==> src/rtl/npos_pkg.sv <==
// npos_pkg: shared widths, register indexes and the step record for the
// naive pattern occurrence scanner. No dependencies.
package npos_pkg;

	localparam int BYTE_W        = 8;
	localparam int PATTERN_BYTES = 16;
	localparam int PATTERN_W     = PATTERN_BYTES * BYTE_W;
	localparam int LEN_W         = 5;
	localparam int POS_W         = 17;
	localparam int CFG_IDX_W     = 2;
	localparam int CFG_DATA_W    = 64;
	localparam int TDATA_W       = 72;

	localparam logic [POS_W-1:0] COUNT_LIMIT = '1;
	localparam logic [POS_W-1:0] NO_POS      = '1;

	localparam logic [CFG_IDX_W-1:0] REG_PAT_LOW  = 2'd0;
	localparam logic [CFG_IDX_W-1:0] REG_PAT_HIGH = 2'd1;
	localparam logic [CFG_IDX_W-1:0] REG_PAT_LEN  = 2'd2;

	// what the window chain hands to the tally for one accepted item
	typedef struct packed {
		logic             hit;
		logic [POS_W-1:0] start;
		logic             last;
		logic             room;
	} step_t;

endpackage

==> src/rtl/npos_cell.sv <==
// npos_cell: one window byte of the scanner chain and its compare against
// the pattern byte aligned to this place. Depends on npos_pkg.
module npos_cell #(
	parameter int IDX = 0
) (
	input  logic                                clk,
	input  logic                                arst_n,
	input  logic                                shift,
	input  logic [npos_pkg::BYTE_W-1:0]         din,
	input  logic [npos_pkg::PATTERN_W-1:0]      pattern,
	input  logic [npos_pkg::LEN_W-1:0]          plen,
	output logic [npos_pkg::BYTE_W-1:0]         dout,
	output logic                                ok
);

	logic [npos_pkg::BYTE_W-1:0] byte_q;
	logic [3:0]                  pidx;
	logic [npos_pkg::BYTE_W-1:0] pbyte;
	logic                        active;

	always_ff @(posedge clk or negedge arst_n) begin
		if (!arst_n) begin
			byte_q <= '0;
		end else if (shift) begin
			byte_q <= din;
		end
	end

	// window place d meets pattern byte m-1-d
	assign pidx   = plen[3:0] - 4'd1 - 4'(IDX);
	assign pbyte  = pattern[pidx*npos_pkg::BYTE_W +: npos_pkg::BYTE_W];
	assign active = plen > npos_pkg::LEN_W'(IDX);
	assign ok     = !active || (din == pbyte);
	assign dout   = byte_q;

endmodule

==> src/rtl/npos_tally.sv <==
// npos_tally: occurrence count, first and latest start, overflow flag and
// the output register of the scanner. Depends on npos_pkg.
module npos_tally (
	input  logic                          clk,
	input  logic                          arst_n,
	input  logic                          take,
	input  npos_pkg::step_t               st,
	output logic                          ready,
	output logic                          m_tvalid,
	input  logic                          m_tready,
	output logic [npos_pkg::TDATA_W-1:0]  m_tdata,
	output logic                          m_tlast
);

	logic [npos_pkg::POS_W-1:0] count_q, first_q, last_q;
	logic                       first_vld_q, last_vld_q, ovf_q;
	logic [npos_pkg::POS_W-1:0] count_n, first_n, last_n;
	logic                       first_vld_n, last_vld_n, ovf_n;
	logic                       out_vld_q, out_last_q;
	logic [npos_pkg::TDATA_W-1:0] out_data_q, out_data_n;
	logic [npos_pkg::POS_W-1:0] match_start, first_out, last_out;

	assign ready = !out_vld_q || m_tready;

	always_comb begin
		count_n     = count_q;
		first_n     = first_q;
		first_vld_n = first_vld_q;
		last_n      = last_q;
		last_vld_n  = last_vld_q;
		ovf_n       = ovf_q || !st.room;
		if (st.hit) begin
			if (count_q != npos_pkg::COUNT_LIMIT) begin
				count_n = count_q + npos_pkg::POS_W'(1);
			end
			if (!first_vld_q) begin
				first_n     = st.start;
				first_vld_n = 1'b1;
			end
			last_n     = st.start;
			last_vld_n = 1'b1;
		end
		match_start = st.hit ? st.start : npos_pkg::NO_POS;
		first_out   = first_vld_n ? first_n : npos_pkg::NO_POS;
		last_out    = last_vld_n ? last_n : npos_pkg::NO_POS;
		// match_here, match_start, count, first, last, overflow, pad
		out_data_n  = {2'b00, ovf_n, last_out, first_out, count_n, match_start, st.hit};
	end

	always_ff @(posedge clk or negedge arst_n) begin
		if (!arst_n) begin
			count_q     <= '0;
			first_q     <= npos_pkg::NO_POS;
			first_vld_q <= 1'b0;
			last_q      <= npos_pkg::NO_POS;
			last_vld_q  <= 1'b0;
			ovf_q       <= 1'b0;
		end else if (take) begin
			if (st.last) begin
				count_q     <= '0;
				first_q     <= npos_pkg::NO_POS;
				first_vld_q <= 1'b0;
				last_q      <= npos_pkg::NO_POS;
				last_vld_q  <= 1'b0;
				ovf_q       <= 1'b0;
			end else begin
				count_q     <= count_n;
				first_q     <= first_n;
				first_vld_q <= first_vld_n;
				last_q      <= last_n;
				last_vld_q  <= last_vld_n;
				ovf_q       <= ovf_n;
			end
		end
	end

	always_ff @(posedge clk or negedge arst_n) begin
		if (!arst_n) begin
			out_vld_q <= 1'b0;
		end else if (take) begin
			out_vld_q <= 1'b1;
		end else if (m_tready) begin
			out_vld_q <= 1'b0;
		end
	end

	always_ff @(posedge clk) begin
		if (take) begin
			out_data_q <= out_data_n;
			out_last_q <= st.last;
		end
	end

	assign m_tvalid = out_vld_q;
	assign m_tdata  = out_data_q;
	assign m_tlast  = out_last_q;

endmodule

==> src/rtl/naive_pattern_occurrence_scan.sv <==
// naive_pattern_occurrence_scan: top level of the scanner, a chain of window
// cells, the pattern registers and the tally. Depends on npos_pkg,
// npos_cell and npos_tally.
//
//   channel  direction  handshake            payload
//   s_*      in         s_tvalid / s_tready  tdata text_byte, tlast end_of_text
//   m_*      out        m_tvalid / m_tready  tdata result fields, tlast text_done
//   cfg_*    in         cfg_valid/cfg_ready  cfg_index register, cfg_data value
//
// one item per cycle unless the sink stalls; an item's result appears in the cycle after
// it is taken, set by the window compare and tally update that share one register stage
// the output register holds a result while the sink stalls; a new item is
// taken in the same cycle the held result leaves
// reset clears the window, the counters and the pattern registers at once
// cfg_ready is always high
module naive_pattern_occurrence_scan #(
	parameter int MAX_PATTERN = 16,
	parameter int MAX_TEXT    = 65536
) (
	input  logic                               clk,
	input  logic                               arst_n,
	input  logic                               s_tvalid,
	output logic                               s_tready,
	input  logic [7:0]                         s_tdata,  // [7:0] text_byte
	input  logic                               s_tlast,
	output logic                               m_tvalid,
	input  logic                               m_tready,
	// [0] match_here, [17:1] match_start, [34:18] occurrence_count,
	// [51:35] first_start, [68:52] last_start, [69] length_overflow, [71:70] zero
	output logic [npos_pkg::TDATA_W-1:0]       m_tdata,
	output logic                               m_tlast,
	input  logic                               cfg_valid,
	output logic                               cfg_ready,
	input  logic [npos_pkg::CFG_IDX_W-1:0]     cfg_index,
	input  logic [npos_pkg::CFG_DATA_W-1:0]    cfg_data
);

	localparam int NCELL = (MAX_PATTERN < npos_pkg::PATTERN_BYTES) ?
	                       MAX_PATTERN : npos_pkg::PATTERN_BYTES;
	localparam int PW    = $clog2(MAX_TEXT + 1);

	logic [npos_pkg::CFG_DATA_W-1:0] pat_low_q, pat_high_q;
	logic [npos_pkg::LEN_W-1:0]      plen_q;
	logic [PW-1:0]                   pos_q;
	logic                            take, room, shift, len_ok, all_ok;
	logic [npos_pkg::PATTERN_W-1:0]  pattern;
	logic [npos_pkg::BYTE_W-1:0]     chain [NCELL+1];
	logic [NCELL-1:0]                cell_ok;
	npos_pkg::step_t                 st;

	assign cfg_ready = 1'b1;

	always_ff @(posedge clk or negedge arst_n) begin
		if (!arst_n) begin
			pat_low_q  <= '0;
			pat_high_q <= '0;
			plen_q     <= '0;
		end else if (cfg_valid) begin
			unique case (cfg_index)
				npos_pkg::REG_PAT_LOW:  pat_low_q  <= cfg_data;
				npos_pkg::REG_PAT_HIGH: pat_high_q <= cfg_data;
				npos_pkg::REG_PAT_LEN:  plen_q     <= cfg_data[npos_pkg::LEN_W-1:0];
				default: ;
			endcase
		end
	end

	assign pattern = {pat_high_q, pat_low_q};
	assign take    = s_tvalid && s_tready;
	assign room    = pos_q < PW'(MAX_TEXT);
	assign shift   = take && room;

	assign chain[0] = s_tdata;

	for (genvar g = 0; g < NCELL; g++) begin : g_cell
		npos_cell #(
			.IDX(g)
		) u_cell (
			.clk    (clk),
			.arst_n (arst_n),
			.shift  (shift),
			.din    (chain[g]),
			.pattern(pattern),
			.plen   (plen_q),
			.dout   (chain[g+1]),
			.ok     (cell_ok[g])
		);
	end

	assign all_ok = &cell_ok;
	// no match until the current text holds at least a pattern's worth of bytes
	assign len_ok = (plen_q != '0) && (plen_q <= npos_pkg::LEN_W'(NCELL)) &&
	                ((PW+1)'(pos_q) + (PW+1)'(1) >= (PW+1)'(plen_q));

	assign st.hit   = room && len_ok && all_ok;
	assign st.start = npos_pkg::POS_W'(pos_q + PW'(1) - PW'(plen_q));
	assign st.last  = s_tlast;
	assign st.room  = room;

	always_ff @(posedge clk or negedge arst_n) begin
		if (!arst_n) begin
			pos_q <= '0;
		end else if (take) begin
			if (s_tlast) begin
				pos_q <= '0;
			end else if (room) begin
				pos_q <= pos_q + PW'(1);
			end
		end
	end

	npos_tally u_tally (
		.clk     (clk),
		.arst_n  (arst_n),
		.take    (take),
		.st      (st),
		.ready   (s_tready),
		.m_tvalid(m_tvalid),
		.m_tready(m_tready),
		.m_tdata (m_tdata),
		.m_tlast (m_tlast)
	);

endmodule
==> config.mk <==
export PLATFORM = sky130hd
export DESIGN_NAME = naive_pattern_occurrence_scan
export DESIGN_NICKNAME = d
export VERILOG_FILES = /design/src/rtl/npos_pkg.sv /design/src/rtl/npos_cell.sv /design/src/rtl/npos_tally.sv /design/src/rtl/naive_pattern_occurrence_scan.sv
export SDC_FILE = /design/constraint.sdc
export NUM_CORES = 1
export LEC_CHECK = 0
export BUFFER_PORTS_ARGS = -buffer_cell sky130_fd_sc_hd__buf_2
export CORE_MARGIN = 3
export CORE_UTILIZATION = 60
export CTS_CLUSTER_SIZE = 16
export DETAILED_ROUTE_END_ITERATION = 12
export GPL_TIMING_DRIVEN = 0
export PLACE_DENSITY = 0.81
export SLEW_MARGIN = 20
export SYNTH_ARGS = -nofsm -noshare
export SYNTH_HDL_FRONTEND = slang
export SYNTH_SLANG_ARGS = --single-unit
==> constraint.sdc <==
create_clock -name clk -period 6.7 [get_ports clk]
set_clock_uncertainty 0.05 [all_clocks]
set_input_delay 1.34 -clock clk [delete_from_list [all_inputs] [get_ports clk]]
set_output_delay 1.34 -clock clk [all_outputs]
set_load 0.005 [all_outputs]
==> reports/metrics.yaml <==
final_layout:
  nNetsFinal: 2258
  area_growth_pct: 14.11
  final_util_pct: 70.06
  drive_gt1_share_pct: 38.54
  antenna_cells: 0
synth:
  yosys_warnings: 0
  ys_ff_latch: 396
  ys.flop_type: "dfrtp_1"
  synth.top_cell.area_share_pct: 29.58
  ys_async_sr_fraction_pct: 82.07
  synthDistinctLibCells: 85
  yosysSeqAreaShare_pct: 41.87
  synth_edf_count: 71
  avgSynthCellArea_sq_um: 12.63
  yosys.area.top_type: "dfrtp_1"
  synth_area_sq_mm: 0.02462
  synth_cells: 1949
  synth_area_leaders: "dfrtp_1 30%, mux4_2 15%, mux2_2 13%"
placed_design:
  hpwlAfterDp_microns: 68590
  place.port_buffers: 152
  place.gp.congestion: 1.088
  dpl_worst_slack_ps: -1699
floorplanning:
  fp.dieW_microns: 208.6
  fp-row-count: 73
  dieHeight_microns: 208.6
  dieArea_sq_mm: 0.04350
  start_util_pct: 61.40
  core_sq_mm: 0.04010
  io_pins: 156
detailed_routing:
  route.met2.wl_microns: 38330
  drtIter0Drc: 2584
  vias_per_cell: 7.163
  top_layer: "met5"
  wire_per_inst_microns: 32.05
  wl_met3_microns: 10950
  antenna_left: 0
  drcViolationCount: 0
  firstDrtPassIters: 6
  wl_met1_microns: 33450
  drt_wl_total_microns: 87280
  num_vias: 19510
clock_network:
  cts_buffers: 42
  cts_tree: "done"
  ctsHoldBuffers: 0
  clkSlewWorstSetupHoldPaths_ps: 60
  clk-insertion-delay-late_ps: 590
  htree_levels: 2
  cts_max_path_buffers: 3
  clockRootBuffer: "clkbuf_16"
  cts.sinks: 396
global_route:
  antenna_found_initial: 3
  track_usage_pct: 39.63
  grt_pass1_vias: 18930
  gr-total-overflow: 0
  grt_max_degree: 109
  grt_pass1_wl_microns: 127300
setup_path:
  max_stage_delay_ps: 570
  r2r-start: "plen_q[0]"
  path_max_fanout: 10
  crit_required_ps: 6990
  critPathKind: "flop to flop"
  rrSetupSlack_ps: -5
  crit_slowest_cell: "mux4_2"
  critPathTopFamily: "buffers and inverters"
  arrival_ps: 6990
  end_kind: "flop"
  rr_worst_depth: 26
  critPathBufInv: 14
  start_kind: "flop"
  reg2reg_to: "u_tally.m_tdata[43]"
run_status:
  failed_checks: "setup timing"
  outcome: "complete, but fails checks"
sta:
  slew_headroom_pct: 31.23
  fin_crit_ps: 6705
  hold_violations: 0
  setup_viol: 1
  tightest_slew_ps: 1032
  maxSlewViolCount: 0
  grt_setup_unrepaired: "no"
  finalHoldWorstSlack_ps: 455.7
  fin_crit_sh_pct: 100.1
  layout_setup_ws_ps: -5.411
  timing.fmax_ghz: 0.1491
run:
  max_cap_violations: 0
worst_hold_path:
  min_path_type: "flop to flop"
  hold_end: "u_tally.last_q[11]"
  min-delay-start: "u_tally.last_q[11]"
  min_path_cells: 1
power_and_ir_drop:
  vdd_drop_max_mv: 0.2681
  p_leak_nw: 11.01
  power_density_mw_per_mm2: 450.8
sequential cells by signal (all words and copies together), names as in the netlist, 5 cells and up:
name,flops
g_cell.u_cell.dout,120
plen_q,5
u_tally.count_q,17
u_tally.last_q,17
pat_low_q,64
pat_high_q,64
u_tally.m_tdata,70
u_tally.first_q,17
pos_q,17
kinds of logic after synthesis:
kind of cell | Yosys count | synth area share [%]
flip-flops | 396 | 41.87
other | 2 | 0.03051
buffers and inverters | 158 | 3.268
AND/OR/NAND/NOR | 391 | 8.071
multiplexers | 552 | 32.24
adder cells (fa/ha/maj) | 13 | 0.6912
AO/OA/AOI/OAI | 280 | 8.050
XOR/XNOR | 157 | 5.779
worst max-delay path by stage:
stage	slack (ps)	start	cells past startpoint	to
after floorplan	860	plen_q[0]	23	u_tally.m_tdata[42]
after global placement	-1630	arst_n	1	pos_q[6]
after detailed placement	-1700	plen_q[0]	25	u_tally.m_tdata[66]
after CTS	2	plen_q[0]	26	u_tally.m_tdata[43]
after global routing	10	plen_q[0]	25	u_tally.m_tdata[43]
final	-5	plen_q[0]	26	u_tally.m_tdata[43]
per-stage QoR:
step	power [mW]	instances	setup TNS, ps	area, sq um
floorplan	7.559	1950	0	24620
global placement	9.559	2627	-621590	26040
detailed placement	9.692	2631	-169880	26160
CTS	12.32	2709	0	27840
global route	13.05	2723	0	28090
finish	12.67	2723	-5.411	28090
Yosys cell counts, drive strengths merged (8+ instances only):
cell type and number:
xnor2 107, and2 8, o21ai 62, o31ai 9, nor4 20, nand4 25, ha 12, xor2 49
buf 73, o211ai 10, nor2 63, a211oi 24, o22a 13, mux2i 100, o32a 13, edfxtp 71
mux4 164, a31oi 8, nor3 38, dfstp 34, mux2 288, a21oi 38, or3 22, nand3 27
clkbuf 59, nand2b 14, dfrtp 291, inv 25, a22oi 24, o21a 24, nand2 135, or2 9
what timing repair did:
item,4_1_cts,5_1_grt
pin swaps,4,6
buffers inserted,2,14
resized for setup,42,33
endpoints found under the hold margin,0,0
setup endpoints to repair,122,89
area by class of cell:
type	count	area, sq um
Multi-Input combinational cell	1396	13720
Sequential cell	396	10310
Clock inverter	22	292.8
Inverter	26	100.1
Clock buffer	55	1190
Timing Repair Buffer	172	993.5
Fill cell	2725	12000
Tap cell	525	656.9
Buffer	131	833.3
routing by layer:
layer  up-vias  track usage [%]
met4         6            16.26
met5         -                0
met1      9907            55.77
li1       7880                -
met2      1462            58.47
met3       251            11.47
placed cells by master (no fill, tap or decap), types with 60 or more instances in the layout:
cell type and n:
nor2_1 61, xnor2_1 101, edfxtp_1 71, buf_2 178, nand2_1 134, clkbuf_1 60
dfrtp_1 290, mux4_2 164, mux2_2 283, mux2i_1 91
worst register-to-register path, stage by stage (launching register included):
cell	delay [ps]
dfrtp_2	400
buf_8	190
buf_12	190
buf_12	180
inv_4	90
buf_6	170
buf_4	190
ha_1	300
buf_6	170
buf_12	190
buf_12	180
buf_12	180
buf_6	210
mux2i_1	280
mux2i_1	310
mux4_2	570
xnor2_1	190
nand4_1	280
a2111oi_0	500
nor3_1	180
nor3_4	380
nand2_2	150
inv_2	130
buf_6	180
buf_6	180
nand2_1	110
mux2_2	330
report_power, final:
part	total, mW	internal, mW	switching (mW)
combinational	6.56	2.88	3.68
sequential	3.60	2.94	0.657
clock	2.51	1.49	1.02
Power figures use the tool's default switching activity.
